File: config.mk
export PLATFORM = sky130hd
export DESIGN_NAME = bitcrush_multimode_mix_top
export DESIGN_NICKNAME = d
export VERILOG_FILES = /design/src/hdl/bcmm_pkg.sv /design/src/hdl/bitcrush_multimode_mix_top.sv /design/src/hdl/bcmm_coef_mac.sv
export SDC_FILE = /design/constraint.sdc
export NUM_CORES = 1
export LEC_CHECK = 0
export CORE_UTILIZATION = 55
export CTS_CLUSTER_DIAMETER = 100
export DETAILED_ROUTE_END_ITERATION = 6
export DONT_BUFFER_PORTS = 1
export GPL_ROUTABILITY_DRIVEN = 0
export PLACE_DENSITY = 0.72
export SLEW_MARGIN = 20
export SYNTH_ARGS = -nofsm -noshare
export SYNTH_HDL_FRONTEND = slang
export SYNTH_SLANG_ARGS = --single-unit
File: constraint.sdc
create_clock -name clk -period 9.05 [get_ports clk]
set_input_delay 0.4525 -clock clk [delete_from_list [all_inputs] [get_ports clk]]
set_output_delay 0.4525 -clock clk [all_outputs]
set_load 0.1 [all_outputs]
File: src/hdl/bcmm_pkg.sv
// Shared types, constants and helper functions for the bit-crusher mixer.
// Used by bcmm_coef_mac and bitcrush_multimode_mix_top; no dependencies.
`timescale 1ns / 1ps

package bcmm_pkg;

  // Field and register widths
  localparam int SAMPLE_W   = 16;
  localparam int MODE_W     = 4;
  localparam int AMOUNT_W   = 7;
  localparam int CFG_DATA_W = 7;
  localparam int CFG_IDX_W  = 1;

  // Filter state width (signed, fixed point)
  localparam int STATE_W = 40;

  // Mix datapath: accumulator, magnitude and divider sizes
  localparam int MIX_W     = 24;
  localparam int MAG_W     = 22;
  localparam int DIV_STEPS = MAG_W;
  localparam int CNT_W     = 5;
  localparam int REM_W     = 7;
  localparam logic [REM_W:0] MIX_DIV = 8'd127;

  // Filter cut-off coefficient, 32 fractional bits
  localparam longint COEF_C_Q32 = 64'sd76422811;

  // Configuration register indexes
  typedef enum logic [CFG_IDX_W-1:0] {
    REG_MODE   = 1'b0,
    REG_AMOUNT = 1'b1
  } cfg_reg_t;

  // Effect select codes
  typedef enum logic [MODE_W-1:0] {
    MODE_BYPASS    = 4'd0,
    MODE_MASK_100F = 4'd1,
    MODE_MASK_0FFF = 4'd2,
    MODE_SHL14     = 4'd3,
    MODE_SHL1      = 4'd4,
    MODE_SHL2      = 4'd5,
    MODE_SHL3      = 4'd6,
    MODE_SHL5      = 4'd7,
    MODE_SHL6      = 4'd8,
    MODE_INVERT    = 4'd9,
    MODE_MASK_F000 = 4'd10,
    MODE_MASK_E7FF = 4'd11,
    MODE_MASK_0087 = 4'd12,
    MODE_MASK_F7FF = 4'd13,
    MODE_ZERO      = 4'd14,
    MODE_LOWPASS   = 4'd15
  } mode_t;

  // Sequencer states
  typedef enum logic [3:0] {
    ST_IDLE,
    ST_BAND_GO,
    ST_BAND,
    ST_OUT_GO,
    ST_OUT,
    ST_WET,
    ST_MUL,
    ST_ABS,
    ST_DIV,
    ST_DONE
  } fsm_t;

  // Cut-off coefficient c, rounded to frac fractional bits
  function automatic longint coef_c(input int frac);
    return (COEF_C_Q32 + (longint'(1) << (31 - frac))) >>> (32 - frac);
  endfunction

  // Damping coefficient r*c = c/16, rounded to frac fractional bits
  function automatic longint coef_rc(input int frac);
    return (COEF_C_Q32 + (longint'(1) << (35 - frac))) >>> (36 - frac);
  endfunction

  // Width of the filter accumulator: 41-bit operand times c, plus one guard bit
  function automatic int acc_width(input int frac);
    return STATE_W + 2 + $clog2(coef_c(frac) + 1);
  endfunction

  // Wet sample for the mask, shift, invert and zero modes
  function automatic logic signed [SAMPLE_W-1:0] crush_wet(
    input logic [SAMPLE_W-1:0] s,
    input mode_t               m
  );
    logic [SAMPLE_W-1:0] w;
    case (m)
      MODE_MASK_100F: w = s & 16'h100F;
      MODE_MASK_0FFF: w = s & 16'h0FFF;
      MODE_SHL14:     w = s << 14;
      MODE_SHL1:      w = s << 1;
      MODE_SHL2:      w = s << 2;
      MODE_SHL3:      w = s << 3;
      MODE_SHL5:      w = s << 5;
      MODE_SHL6:      w = s << 6;
      MODE_INVERT:    w = ~s;
      MODE_MASK_F000: w = s & 16'hF000;
      MODE_MASK_E7FF: w = s & 16'hE7FF;
      MODE_MASK_0087: w = s & 16'h0087;
      MODE_MASK_F7FF: w = s & 16'hF7FF;
      MODE_ZERO:      w = '0;
      default:        w = s;
    endcase
    return signed'(w);
  endfunction

endpackage

File: src/hdl/bitcrush_multimode_mix_top.sv
// Top level of the multimode bit-crusher with dry/wet mix.
// Instantiates bcmm_coef_mac; types and constants from bcmm_pkg.
//
// Usage:
//   Input channel (in_valid/in_stall) carries sample_in and block_start; a
//   transfer takes place when in_valid is high and in_stall low. One sample
//   is worked on at a time; in_stall is high while it is in progress.
//   Output channel (out_valid/out_stall) carries sample_out from a register.
//   Configuration: cfg_wr_en writes cfg_wdata to register cfg_index
//   (0 mode, 1 amount); write only while no sample is in progress.
//   Path from input transfer to output valid:
//     bypass mode: straight to the done state and the output register;
//     mask, shift, invert and zero modes: through the serial amount multiply
//       and the bit-serial divide by 127;
//     low-pass mode: also through the two passes of the serial coefficient
//       MAC, one bit of the CW-bit coefficient per step (CW is 11 bits at
//       16 fractional bits).
//   The sequencer returns to idle after each output load and takes the next
//   sample from there. A finished sample waits in the output register while
//   out_stall is high; the next input is taken meanwhile and held at its final
//   step until the register frees up.
//   Reset clears mode, amount, the filter state and the output valid flag.
`timescale 1ns / 1ps

module bitcrush_multimode_mix_top
  import bcmm_pkg::*;
#(
  parameter int FRAC_BITS = 16
) (
  input  logic                         clk,
  input  logic                         rst,
  input  logic                         in_valid,
  output logic                         in_stall,
  input  logic signed [SAMPLE_W-1:0]   sample_in,
  input  logic                         block_start,
  output logic                         out_valid,
  input  logic                         out_stall,
  output logic signed [SAMPLE_W-1:0]   sample_out,
  input  logic                         cfg_wr_en,
  input  logic [CFG_IDX_W-1:0]         cfg_index,
  input  logic [CFG_DATA_W-1:0]        cfg_wdata
);

  localparam int DW = acc_width(FRAC_BITS);
  localparam logic signed [STATE_W:0] RND_ADD =
    (STATE_W+1)'((longint'(1) << FRAC_BITS) - 1);

  // Configuration registers
  mode_t                 mode;
  logic [AMOUNT_W-1:0]   amount;

  // Sequencer
  fsm_t state, state_next;
  logic [CNT_W-1:0] cnt;

  // Sample and filter state
  logic signed [SAMPLE_W-1:0] x_r;
  logic signed [STATE_W-1:0]  lp_band;
  logic signed [STATE_W-1:0]  lp_out;

  // Mix and divide datapath
  logic signed [MIX_W-1:0] mix_acc;
  logic signed [MIX_W-1:0] mul_sh;
  logic                    neg_r;
  logic [REM_W-1:0]        rem_r;
  logic [MAG_W-1:0]        div_sh;

  // Handshake and MAC control
  logic in_xfer;
  logic out_load;
  logic mac_start;
  logic mac_done;
  logic signed [STATE_W:0] mac_a;
  logic signed [STATE_W:0] mac_b;
  logic signed [DW-1:0]    mac_acc;

  // Combinational datapath
  logic signed [STATE_W:0]    lp_xs;
  logic signed [STATE_W-1:0]  upd_base;
  logic signed [DW:0]         upd_sum;
  logic [DW-STATE_W+1:0]      upd_hi;
  logic signed [STATE_W-1:0]  upd_sat;
  logic signed [STATE_W:0]    tz_sum;
  logic signed [STATE_W:0]    tz_val;
  logic [STATE_W-SAMPLE_W+1:0] tz_hi;
  logic signed [SAMPLE_W-1:0] lp_wet;
  logic signed [SAMPLE_W-1:0] wet;
  logic signed [MIX_W-1:0]    mul_term;
  logic signed [MIX_W-1:0]    mix_abs;
  logic [REM_W:0]             trial;
  logic                       trial_ge;
  logic [SAMPLE_W-1:0]        q16;
  logic signed [SAMPLE_W-1:0] y_val;

  bcmm_coef_mac #(
    .FRAC_BITS (FRAC_BITS)
  ) u_mac (
    .clk   (clk),
    .rst   (rst),
    .start (mac_start),
    .op_a  (mac_a),
    .op_b  (mac_b),
    .done  (mac_done),
    .acc   (mac_acc)
  );

  // Filter state update: add scaled MAC result, saturate to 40 bits
  always_comb begin
    lp_xs    = (STATE_W+1)'(x_r) <<< FRAC_BITS;
    upd_base = (state == ST_OUT) ? lp_out : lp_band;
    upd_sum  = (DW+1)'(upd_base) + (DW+1)'(mac_acc >>> FRAC_BITS);
    upd_hi   = upd_sum[DW:STATE_W-1];
    if ((&upd_hi) || (~|upd_hi)) begin
      upd_sat = upd_sum[STATE_W-1:0];
    end else begin
      upd_sat = {upd_sum[DW], {(STATE_W-1){~upd_sum[DW]}}};
    end
  end

  // Filter output truncated toward zero, saturated to 16 bits
  always_comb begin
    tz_sum = (STATE_W+1)'(lp_out) + (lp_out[STATE_W-1] ? RND_ADD : '0);
    tz_val = tz_sum >>> FRAC_BITS;
    tz_hi  = tz_val[STATE_W:SAMPLE_W-1];
    if ((&tz_hi) || (~|tz_hi)) begin
      lp_wet = tz_val[SAMPLE_W-1:0];
    end else begin
      lp_wet = {tz_val[STATE_W], {(SAMPLE_W-1){~tz_val[STATE_W]}}};
    end
    wet = (mode == MODE_LOWPASS) ? lp_wet : crush_wet(x_r, mode);
  end

  // Mix multiply term, magnitude, divider step and final result
  always_comb begin
    mul_term = amount[cnt[$clog2(AMOUNT_W)-1:0]] ? mul_sh : '0;
    mix_abs  = mix_acc[MIX_W-1] ? -mix_acc : mix_acc;
    trial    = {rem_r, div_sh[MAG_W-1]};
    trial_ge = (trial >= MIX_DIV);
    q16      = div_sh[SAMPLE_W-1:0];
    if (mode == MODE_BYPASS) begin
      y_val = x_r;
    end else begin
      y_val = neg_r ? signed'(16'(0 - q16)) : signed'(q16);
    end
  end

  // Next state
  always_comb begin
    state_next = state;
    unique case (state)
      ST_IDLE: begin
        if (in_valid) begin
          if (mode == MODE_LOWPASS) begin
            state_next = ST_BAND_GO;
          end else if (mode == MODE_BYPASS) begin
            state_next = ST_DONE;
          end else begin
            state_next = ST_WET;
          end
        end
      end
      ST_BAND_GO: state_next = ST_BAND;
      ST_BAND:    if (mac_done) state_next = ST_OUT_GO;
      ST_OUT_GO:  state_next = ST_OUT;
      ST_OUT:     if (mac_done) state_next = ST_WET;
      ST_WET:     state_next = ST_MUL;
      ST_MUL:     if (cnt == CNT_W'(AMOUNT_W - 1)) state_next = ST_ABS;
      ST_ABS:     state_next = ST_DIV;
      ST_DIV:     if (cnt == CNT_W'(DIV_STEPS - 1)) state_next = ST_DONE;
      ST_DONE:    if (!out_valid || !out_stall) state_next = ST_IDLE;
      default:    state_next = ST_IDLE;
    endcase
  end

  // State-driven outputs
  always_comb begin
    in_stall  = 1'b1;
    mac_start = 1'b0;
    mac_a     = lp_xs - (STATE_W+1)'(lp_out);
    mac_b     = (STATE_W+1)'(lp_band);
    out_load  = 1'b0;
    unique case (state)
      ST_IDLE:    in_stall = 1'b0;
      ST_BAND_GO: mac_start = 1'b1;
      ST_OUT_GO: begin
        mac_start = 1'b1;
        mac_a     = (STATE_W+1)'(lp_band);
        mac_b     = (STATE_W+1)'(lp_out);
      end
      ST_DONE:    out_load = !out_valid || !out_stall;
      default:    ;
    endcase
  end

  assign in_xfer = in_valid && !in_stall;

  // State register
  always_ff @(posedge clk) begin
    if (rst) begin
      state <= ST_IDLE;
    end else begin
      state <= state_next;
    end
  end

  // Configuration writes
  always_ff @(posedge clk) begin
    if (rst) begin
      mode   <= MODE_BYPASS;
      amount <= '0;
    end else if (cfg_wr_en) begin
      unique case (cfg_reg_t'(cfg_index))
        REG_MODE:   mode   <= mode_t'(cfg_wdata[MODE_W-1:0]);
        REG_AMOUNT: amount <= cfg_wdata[AMOUNT_W-1:0];
        default:    ;
      endcase
    end
  end

  // Filter state: cleared at block start, updated after each MAC pass
  always_ff @(posedge clk) begin
    if (rst) begin
      lp_band <= '0;
      lp_out  <= '0;
    end else if (in_xfer && block_start) begin
      lp_band <= '0;
      lp_out  <= '0;
    end else if (mac_done && (state == ST_BAND)) begin
      lp_band <= upd_sat;
    end else if (mac_done && (state == ST_OUT)) begin
      lp_out <= upd_sat;
    end
  end

  // Sample capture, serial mix multiply and bit-serial divide by 127
  always_ff @(posedge clk) begin
    if (in_xfer) begin
      x_r <= sample_in;
    end
    unique case (state)
      ST_WET: begin
        mix_acc <= (MIX_W'(x_r) <<< AMOUNT_W) - MIX_W'(x_r);
        mul_sh  <= MIX_W'(wet) - MIX_W'(x_r);
        cnt     <= '0;
      end
      ST_MUL: begin
        mix_acc <= mix_acc + mul_term;
        mul_sh  <= mul_sh <<< 1;
        cnt     <= cnt + 1'b1;
      end
      ST_ABS: begin
        neg_r  <= mix_acc[MIX_W-1];
        div_sh <= mix_abs[MAG_W-1:0];
        rem_r  <= '0;
        cnt    <= '0;
      end
      ST_DIV: begin
        rem_r  <= trial_ge ? REM_W'(trial - MIX_DIV) : trial[REM_W-1:0];
        div_sh <= {div_sh[MAG_W-2:0], trial_ge};
        cnt    <= cnt + 1'b1;
      end
      default: ;
    endcase
  end

  // Output register
  always_ff @(posedge clk) begin
    if (rst) begin
      out_valid <= 1'b0;
    end else if (out_load) begin
      out_valid <= 1'b1;
    end else if (!out_stall) begin
      out_valid <= 1'b0;
    end
  end

  always_ff @(posedge clk) begin
    if (out_load) begin
      sample_out <= y_val;
    end
  end

endmodule

File: src/hdl/bcmm_coef_mac.sv
// Serial constant-coefficient multiply-accumulate for the low-pass filter.
// Computes c*op_a - rc*op_b one coefficient bit per cycle; uses bcmm_pkg.
`timescale 1ns / 1ps

module bcmm_coef_mac
  import bcmm_pkg::*;
#(
  parameter int FRAC_BITS = 16
) (
  input  logic                                    clk,
  input  logic                                    rst,
  input  logic                                    start,
  input  logic signed [STATE_W:0]                 op_a,
  input  logic signed [STATE_W:0]                 op_b,
  output logic                                    done,
  output logic signed [acc_width(FRAC_BITS)-1:0]  acc
);

  localparam longint C_VAL  = coef_c(FRAC_BITS);
  localparam longint RC_VAL = coef_rc(FRAC_BITS);
  localparam int     CW     = $clog2(C_VAL + 1);
  localparam int     KW     = $clog2(CW);
  localparam int     DW     = acc_width(FRAC_BITS);
  localparam logic [CW-1:0] C_VEC  = CW'(C_VAL);
  localparam logic [CW-1:0] RC_VEC = CW'(RC_VAL);
  localparam logic [KW-1:0] K_LAST = KW'(CW - 1);

  logic                 busy;
  logic [KW-1:0]        k;
  logic signed [DW-1:0] a_sh;
  logic signed [DW-1:0] b_sh;
  logic signed [DW-1:0] a_term;
  logic signed [DW-1:0] b_term;

  // Partial products selected by the current coefficient bit
  always_comb begin
    a_term = C_VEC[k]  ? a_sh : '0;
    b_term = RC_VEC[k] ? b_sh : '0;
  end

  // Control: bit counter and completion pulse
  always_ff @(posedge clk) begin
    if (rst) begin
      busy <= 1'b0;
      done <= 1'b0;
      k    <= '0;
    end else begin
      done <= 1'b0;
      if (start) begin
        busy <= 1'b1;
        k    <= '0;
      end else if (busy) begin
        k <= k + 1'b1;
        if (k == K_LAST) begin
          busy <= 1'b0;
          done <= 1'b1;
        end
      end
    end
  end

  // Datapath: multiplicands shift left, accumulator adds selected terms
  always_ff @(posedge clk) begin
    if (start) begin
      a_sh <= DW'(op_a);
      b_sh <= DW'(op_b);
      acc  <= '0;
    end else if (busy) begin
      a_sh <= a_sh <<< 1;
      b_sh <= b_sh <<< 1;
      acc  <= acc + a_term - b_term;
    end
  end

endmodule
## Yosys cells after proc, flatten, opt, wreduce, memory -nomap -nowiden

Memory sizes are Yosys's and may differ from the RTL's. A register that Yosys moved wholly into a read port is not among the register bits.
Index checks and enable logic that the tools add are counted.

| storage, ports and cells | value |
|---|---|
| memory bits (read-only) | 32 |
| input port bits | 30 |
| bits in registers | 376 |
| latch bits | 0 |
| output and inout bits | 18 |
| memory bits (writable) | 0 |
| memories kept | 2 |

Memory list:

| memory | words | bits a word | rd ports | clocked after memory_dff | write ports | line | RTL |
|---|---|---|---|---|---|---|---|
| (no name shown) | 16 | 1 | 1 | 1 | 0 | bcmm_coef_mac.sv:37 | `a_term = C_VEC[k] ? a_sh : '0;` |
| (no name shown) | 16 | 1 | 1 | 1 | 0 | bcmm_coef_mac.sv:38 | `b_term = RC_VEC[k] ? b_sh : '0;` |

| operators by class | value |
|---|---|
| multipliers | 0 |
| multiplexer cells | 50 |
| divide/modulo/power cells | 0 |
| bitwise gates (word level) | 6 |
| $add $sub $neg | 13 |
| eq/ne operators | 34 |
| magnitude comparators | 3 |
| shift-type cells | 0 |
| reduce and logical (&&, ||, !) cells | 31 |

Operators with widths:

| cell | number |
|---|---|
| 53-bit two-way mux | 6 |
| 16-bit case mux with 14 select lines | 1 |
| 24-bit case mux with 2 select lines | 2 |
| 41-bit two-way mux | 2 |
| 16-bit two-way mux | 5 |
| 40-bit two-way mux | 2 |
| 53-bit adder | 1 |
| 53-bit subtractor | 1 |
| 4-bit two-way mux | 12 |
| 4-bit equality test (second input constant) | 11 |
| 22-bit case mux with 2 select lines | 1 |
| 40-bit by 17-bit adder with 41-bit output | 1 |
| 40-bit by 37-bit adder with 41-bit output | 1 |
| 32-bit by 40-bit subtractor with 41-bit output | 1 |
| 4-bit case mux with 10 select lines | 1 |
| 4-bit by 3-bit equality test with 1-bit output (second input constant) | 8 |
| 24-bit adder | 1 |
| 24-bit two-way mux | 1 |
| 23-bit by 16-bit subtractor with 24-bit output | 1 |
| 22-bit two-way mux | 1 |
| 22-bit negator | 1 |
| 16-bit by 16-bit subtractor with 17-bit output | 1 |
| 4-bit by 2-bit equality test with 1-bit output (second input constant) | 4 |
| 16-bit inverter | 1 |
| other kinds (31) | 70 |

## Depth between registers and ports, before layout

Gate-level depths: netlist (run 1).

| depth | value |
|---|---|
| depth after elaboration | 9 |
| gate-level depth with buffers | 26 |
| mapped depth without buffers | 24 |

## Cells and area by module

From an unflattened synthesis (run 1), not the netlist that was laid out.

| unflattened totals | value |
|---|---|
| cells, all modules | 3503 |
| area, all modules | 30357.9 µm² |

By module, submodules not included:

| module | seq. area each (µm²) | cells an instance | instances | area each (µm²) |
|---|---|---|---|---|
| bitcrush_multimode_mix_top | 5375.2 | 2298 | 1 | 18738.0 |
| bcmm_coef_mac | 4404.2 | 1205 | 1 | 11619.9 |

## Least setup slack after synthesis (run 1)

Ideal clock, no wire load.

| timing | value |
|---|---|
| path type | reg2reg |
| from | register lp_out[39] |
| to | register mul_sh[22] (data pin) |
| arrival | 5144 ps |
| setup slack | 3770 ps |
| required time | 8914 ps |
| stages on the path, launching flop included | 27 |
| period minus slack after synthesis | 5280 ps |
| path buffers | 2 |
| cells stage by stage | dfxtp_1 ha_1 a21o_1 a21o_1 a221oi_1 a21oi_1 o21a_1 and3_1 clkbuf_1 and4_1 a211oi_1 or2_1 clkbuf_1 o211a_1 ha_1 inv_1 fa_1 a21o_1 a21oi_1 o21bai_1 a21o_1 a21oi_1 o211ai_1 a41oi_1 o211a_1 o21ai_1 nand2_1 |

| on the way | value |
|---|---|
| cells in the longest elaborated chain, start to end | 9 |

Ends and longest elaborated chain:

| item | line | RTL |
|---|---|---|
| start, declared | bitcrush_multimode_mix_top.sv:59 | `logic signed [STATE_W-1:0] lp_out;` |
| start signal, assigned | bitcrush_multimode_mix_top.sv:231 | `lp_out <= upd_sat;` |
| 16-bit two-way mux | bitcrush_multimode_mix_top.sv:122 | `tz_sum = (STATE_W+1)'(lp_out) + (lp_out[STATE_W-1] ? RND_ADD : '0);` |
| 40-bit by 17-bit adder with 41-bit output * | bitcrush_multimode_mix_top.sv:122 |  |
| 10-bit OR reduction | bitcrush_multimode_mix_top.sv:125 | `if ((&tz_hi) \|\| (~\|tz_hi)) begin` |
| 1-bit logical NOT | bitcrush_multimode_mix_top.sv:125 |  |
| 1-bit logical OR | bitcrush_multimode_mix_top.sv:125 |  |
| 16-bit two-way mux * | bitcrush_multimode_mix_top.sv:125 |  |
| 16-bit two-way mux * | bitcrush_multimode_mix_top.sv:130 | `wet = (mode == MODE_LOWPASS) ? lp_wet : crush_wet(x_r, mode);` |
| 16-bit by 16-bit subtractor with 17-bit output * | bitcrush_multimode_mix_top.sv:243 | `mul_sh <= MIX_W'(wet) - MIX_W'(x_r);` |
| 24-bit case mux with 2 select lines * | bitcrush_multimode_mix_top.sv:240 | `unique case (state)` |
| end signal, assigned | bitcrush_multimode_mix_top.sv:243 |  |
| end signal, assigned | bitcrush_multimode_mix_top.sv:248 | `mul_sh <= mul_sh <<< 1;` |
| end, declared | bitcrush_multimode_mix_top.sv:63 | `logic signed [MIX_W-1:0] mul_sh;` |

Mark *: on every way between the ends. The rest lies on a longest branch, timed or not.
A chain may end at the register's enable or synchronous reset.

## Worst setup path in the final report (run 1)

Ends and elaborated chain as after synthesis.

==> results of run 1 <==
## flip-flops by register name, summed over array words and instances (netlist names), 4 cells and up, named ones only
name,cells
rem_r,7
lp_band,40
cnt,5
x_r,16
u_mac.b_sh,53
u_mac.a_sh,53
mix_acc,24
state,4
div_sh,22
u_mac.k,4
sample_out,16
u_mac.acc,53
mul_sh,24
lp_out,40
mode,4
amount,7
## cell families (layout without fill, tap and decap cells)
family | after synthesis | in the layout
AO/OA/AOI/OAI | 987 | 987
XOR/XNOR | 225 | 225
adder cells (fa/ha/maj) | 254 | 254
buffers and inverters | 437 | 400
flip-flops | 378 | 378
multiplexers | 92 | 92
AND/OR/NAND/NOR | 1059 | 1059
## layout make-up
cell class                 count  area share [%]
clock buffer                  60           4.103
clock inverter                24          0.9787
inverter                     255           3.015
multi-input combinational   2617           56.82
sequential                   378           30.73
tap                          688           2.704
timing repair buffer          61           1.651
## worst max-delay path: stages (launching register included)
cell and delay (ns):
dfxtp_1 0.57, buf_4 0.31, ha_1 0.28, a21o_1 0.18, a21o_1 0.17, a21oi_1 0.19, nand2b_1 0.09, o21ai_1 0.38
nor4_1 0.10, o22a_1 0.24, a211oi_1 0.27, or2_1 0.48, o211a_1 0.21, ha_1 0.16, inv_1 0.06, fa_1 0.42
a21o_1 0.20, a21oi_1 0.24, o21bai_1 0.10, a21o_1 0.20, a21oi_1 0.27, o211ai_1 0.18, a41oi_1 0.36, o211a_1 0.19
o21ai_1 0.17, nand2_1 0.15
## per-layer routing
| metal | track usage, % | vias up | part of all wire (%) |
|---|---|---|---|
| met5 | 0 | - | 0.014 |
| met4 | 18.10 | 2 | 5.8 |
| met3 | 5.872 | 315 | 9.2 |
| met2 | 52.59 | 1360 | 45 |
| met1 | 42.95 | 12570 | 40 |
| li1 | - | 12160 | - |
## report_power, final
group	leakage, nW	switching (mW)	internal, mW	total, mW
clock	0.800	0.803	1.19	2.00
sequential	3.34	0.528	2.56	3.09
combinational	9.21	4.07	2.52	6.59
## through the flow
stage | utilization (%) | cells | total power, mW | setup WS, ns
floorplan | - | 3432 | 7.880 | 3.770
global placement | 56.73 | 3972 | 9.271 | 3.133
detailed placement | 56.74 | 3972 | 9.499 | 2.847
CTS | 60.32 | 4083 | 11.55 | 2.762
global route | 60.33 | 4083 | 12.49 | 2.300
finish | 60.33 | 4083 | 11.68 | 2.685
## final timing paths
path                     start         end  slack [ns]  depth (start not counted)
hold / removal    cfg_wdata[1]     mode[1]        0.02                          2
hold reg to reg      amount[3]   amount[3]        0.46                          2
setup reg to reg    lp_out[39]  mul_sh[22]        2.68                         25
setup / recovery    lp_out[39]  mul_sh[22]        2.68                         25
## layout by cell type, fill, tap and decap left out, types with 27 or more instances in the layout
master / instances
a31oi_1: 30
and3_1: 42
mux2_2: 41
nand2b_1: 30
xnor2_1: 114
and2_1: 68
a21o_1: 86
nand2_1: 363
a22oi_1: 45
nand3_1: 72
nor2_1: 243
nor2b_1: 48
dfxtp_1: 155
edfxtp_1: 221
nor3_1: 57
xor2_1: 111
o211ai_1: 29
o21a_1: 27
o21ai_0: 197
ha_1: 199
a22o_1: 69
nand4_1: 28
dlygate4sd3_1: 27
a21oi_1: 249
mux2i_1: 49
inv_1: 251
o22ai_1: 47
fa_1: 55
buf_4: 34
clkbuf_16: 48
a211oi_1: 27
## timing repair
action / 4_1_cts / 5_1_grt
setup buffers: 0 / 0
endpoints found under the setup margin: 0 / 0
endpoints found under the hold margin: 38 / 0
hold buffers: 27 / 0
==> run_results.csv, run 1 <==
group,metric,value,unit
logic_synthesis,syn_area,29450,um^2
setup_path,worstPathMaxFanout,15,
timing,finalCriticalPeriod,6.365,ns
place,io_buffers,0,
logic_synthesis,yosys_warnings,0,
timing,period_share,70.33,%
layout,regArea,9782,um^2
outcome,outcome,"finished with violations",
global_routing,grt_usage,33.21,%
setup_path,cp_data_arrival_time,6.81,ns
layout,area_delta_synth_final,8.075,%
route,drt-initial-drc-count,3203,
clocking,clk_pin_slew,0.06,ns
pwr,vdd_drop_max,0.2929,mV
timing,fmax,157.1,MHz
timing,finClkSkew,0.03521,ns
logic_synthesis,async_reset_ff_share,0,%
min_path,hold_class,"primary input to register",
layout,drive_gt1_share,6.038,%
layout,finalNetCount,3642,
logic_synthesis,synth-simple-area-share,17.08,%
route,drt_first_pass_iters,7,
timing,maxSlewViolCount,0,
logic_synthesis,syn_nets,3716,
setup_path,crit_type,"register to register",
logic_synthesis,synth_compound_area_share,21.83,%
pwr,power.leakage,13.35,nW
logic_synthesis,netlist_top_cells_count,"363 x nand2_1, 253 x inv_1, 250 x a21oi_1",
logic_synthesis,yosys.area_share.xor_xnor,6.690,%
pwr,pwr_density_cell,366.9,nW/um^2
layout,antenna_cells,0,
clocking,cts_resized,0,
global_routing,grt_overflow,0,
floorplanning,ios,48,
logic_synthesis,synth-edff-count,221,
clocking,cts_root_buffer,"clkbuf_16",
logic_synthesis,seq_area_frac_synth,33.20,%
outcome,violations,"DRC",
setup_path,start_kind,"register",
timing,hold_slack,0.01832,ns
logic_synthesis,ys_types,88,
timing,hold_viol,0,
run,cap_violations,0,
clocking,cts_buffers,45,
clocking,cts_tree,"built",
global_routing,grt_first_pass_wirelength,141900,um
clocking,worstSkewPairLatency,0.61,ns
route,drt-total-wl,90980,um
route,vias,26410,
logic_synthesis,ys.flop_type,"edfxtp_1",
timing,slew_headroom,24.39,%
clocking,clock_sinks,378,
layout,multi_input_area,18090,um^2
layout,num-fill-cells,4544,
place,dp_hpwl,66750,um
logic_synthesis,syn_avg_cell_area,8.582,um^2
logic_synthesis,synth_mux_area_share,3.343,%
floorplanning,die_width,233.4,um
route,routedWlPerCell,22.28,um
global_routing,antenna_found_initial,1,
timing,fin_tns_setup,0,ns
logic_synthesis,synth.most_common_cell,"nand2_1",
clocking,htree_num_levels,2,
clocking,cts_buffer_depth,3,
global_routing,grt_max_degree,74,
timing,rsz0062_at_grt,"false",
floorplanning,die-area,54480,um^2
timing,setup_viol,0,
route,viasPerCell,6.469,
place,place_area,29940,um^2
setup_path,cp_data_required_time,9.49,ns
layout,stdcell_area,31830,um^2
logic_synthesis,synth-adder-area-share,12.19,%
timing,worstMarginPinSlew,1.133,ns
route,drtAntennaViolNets,0,
global_routing,grt_pass1_vias,25660,
floorplanning,rows,84,
setup_path,critPathCaptureType,"register",
logic_synthesis,netlist.top_cell.by_area,"edfxtp_1",
logic_synthesis,ys_top_cells_by_area,"edfxtp_1 23%, dfxtp_1 11%, ha_1 8.5%",
floorplanning,core_area,52760,um^2
logic_synthesis,synth_top_family_by_area,"compound AO/OA/AOI/OAI gates",
route,drcViolationCount,8,
logic_synthesis,postSynthCellCount,3432,
floorplanning,initial_core_util,55.83,%
logic_synthesis,synth_seq_cells,378,
floorplanning,die_y,233.4,um
logic_synthesis,yosysTopAreaCellShare,22.53,%
Power figures use the tool's default switching activity.
==> run 2: changes to the inputs <==
==> constraint.sdc (replaced) <==
create_clock -name clk -period 6.4 [get_ports clk]
set_input_delay 0.32 -clock clk [delete_from_list [all_inputs] [get_ports clk]]
set_output_delay 0.32 -clock clk [all_outputs]
set_load 0.1 [all_outputs]
==> run_results.csv, run 2 (same netlist as run 1, synthesis figures left out) <==
group,metric,value,unit
outcome,outcome,"finished with violations",
floorplanning,ios,48,
clocking,cts_tree,"built",
global_routing,antenna_found_initial,3,
timing,finalCriticalPeriod,5.915,ns
timing,worstMarginPinSlew,1.137,ns
setup_path,cp_data_required_time,6.87,ns
global_routing,grt_max_degree,81,
route,drt-initial-drc-count,3344,
layout,final_cell_mix,"363 x nand2_1, 251 x inv_1, 249 x a21oi_1",
route,routedWlPerCell,21.94,um
global_routing,grtUsageMet1,43.30,%
global_routing,grt_overflow,0,
place,dp_hpwl,65740,um
clocking,cts_buffer_depth,3,
timing,hold_viol,0,
clocking,cts_buffers,45,
route,drt_first_pass_iters,7,
clocking,cts_root_buffer,"clkbuf_16",
global_routing,grt_usage,33.07,%
route,vias,26440,
layout,top_regs,"u_mac.a_sh: 53 flops, u_mac.acc: 53 flops, u_mac.b_sh: 53 flops",
min_path,whs_path_depth,3,
timing,hold_slack,0.04083,ns
global_routing,grt_first_pass_wirelength,141400,um
clocking,cts_setup_buffers,0,
pwr,comb_power_share,57.0,%
outcome,violations,"DRC",
layout,area_delta_synth_final,7.880,%
timing,fin_tns_setup,0,ns
layout,layout_commonest_cell,"nand2_1",
clocking,worstSkewPairLatency,0.62,ns
floorplanning,core_area,52760,um^2
pwr,power_switching,7.699,mW
setup_path,rr_worst_depth,24,
setup_path,cp_data_arrival_time,6.38,ns
pwr,seqPwrFrac,27.5,%
setup_path,crit_type,"register to register",
layout,drive_gt1_share,6.019,%
clocking,clock_sinks,378,
floorplanning,die-area,54480,um^2
route,drcViolationCount,35,
pwr,power.clock.fraction,15.5,%
setup_path,r2r-start,"lp_out[39]",
floorplanning,rows,84,
timing,period_share,92.41,%
pwr,power.leakage,13.32,nW
route,viasPerCell,6.459,
timing,maxSlewViolCount,0,
timing,fmax,169.1,MHz
global_routing,use_met3,6.067,%
pwr,p_sw_share,47.19,%
floorplanning,die_width,233.4,um
min_path,min_to,"amount[4]",
route,drt-total-wl,89820,um
timing,rsz0062_at_grt,"false",
timing,slew_headroom,24.18,%
min_path,worstHoldStart,"cfg_wr_en",
global_routing,gr-usage-met2,53.27,%
layout,finalNetCount,3656,
place,io_buffers,0,
setup_path,r2r_slack,0.49,ns
timing,setup_viol,0,
setup_path,reg2reg_to,"mul_sh[22]",
clocking,htree_num_levels,2,
timing,finClkSkew,0.02874,ns
pwr,vdd_drop_max,0.4068,mV
setup_path,worstPathMaxFanout,12,
setup_path,start_kind,"register",
floorplanning,initial_core_util,55.83,%
layout,antenna_cells,0,
run,cap_violations,0,
setup_path,critPathCaptureType,"register",
floorplanning,die_y,233.4,um
pwr,internal_power,8.617,mW
global_routing,grt_busiest_layer,"met2",
route,drtAntennaViolNets,0,
global_routing,grt_pass1_vias,25570,
clocking,clk_pin_slew,0.06,ns
pwr,pwr_density_cell,513.5,nW/um^2
min_path,hold_class,"primary input to register",
==> run 2: changes by cell type in the layout (fill, tap and decap cells not counted), sizes merged, moves of 3 or more <==
cell,change
dlygate4sd3,+8
clkbuf,-9
clkinv,+3
inv,+5
bufinv,-4
buf,+6
==> run 2: critical path, cell delays in order (launching register included) <==
cell and delay, ns:
dfxtp_1 0.63, ha_1 0.35, a21o_1 0.17, a21o_1 0.17, a221oi_1 0.28, a21oi_1 0.23
o21a_1 0.28, and3_1 0.25, and4_1 0.23, a211oi_1 0.21, or2_1 0.21, o211a_1 0.15
ha_1 0.16, inv_1 0.06, fa_1 0.40, a21o_1 0.20, a21oi_1 0.25, o21bai_1 0.10
a21o_1 0.20, a21oi_1 0.23, o211ai_1 0.21, a41oi_1 0.35, o211a_1 0.19, o21ai_2 0.11
nand2_1 0.12
==> run 2: metrics by stage <==
| stage | cell area (um^2) | utilization, % | setup WS, ns | power, mW | std cells |
|---|---|---|---|---|---|
| 2_1_floorplan | 29450 | - | 1.120 | 11.14 | 3432 |
| 3_3_place_gp | 29990 | 56.84 | 0.6841 | 13.24 | 3978 |
| 3_5_place_dp | 29990 | 56.84 | 0.5295 | 13.49 | 3978 |
| 4_1_cts | 31750 | 60.19 | 0.4437 | 16.12 | 4094 |
| 5_1_grt | 31780 | 60.23 | 0.08308 | 17.46 | 4094 |
| 6_report | 31780 | 60.23 | 0.4855 | 16.32 | 4094 |
==> run 2: worst max-delay path by stage <==
stage	startpoint	end	slack [ns]
floorplan	lp_out[39]	mul_sh[22]	1.12
global placement	lp_out[39]	mul_sh[22]	0.68
detailed placement	lp_out[39]	mul_sh[22]	0.53
CTS	lp_out[39]	mul_sh[22]	0.44
global route	lp_out[39]	mul_sh[22]	0.08
finish	lp_out[39]	mul_sh[22]	0.49
==> run 2: power groups by stage <==
stage	registers [mW]	clock network, mW	logic [mW]
floorplan	4.03	0	7.11
global placement	4.44	0	8.80
detailed placement	4.45	0	9.05
CTS	4.42	2.56	9.14
global route	4.51	2.65	10.3
finish	4.48	2.54	9.30
==> run 2: cell type report <==
cell class,instances,area (um^2)
Inverter,255,959.7
Timing Repair Buffer,75,663.1
Multi-Input combinational cell,2617,18090
Sequential cell,378,9782
Clock buffer,51,1159
Fill cell,4533,20990
Clock inverter,30,256.5
Tap cell,688,860.8
==> run 2: repair_timing <==
action,CTS,global route
endpoints found under the hold margin,42,0
setup endpoints to repair,0,8
resized for setup,0,2
hold buffers,35,0
==> run 2: metal layers <==
metal | vias to the layer above | share of wire [%]
li1 | 12250 | -
met1 | 12560 | 40
met2 | 1351 | 45
met3 | 285 | 10
met4 | 0 | 4.5
met5 | - | 0
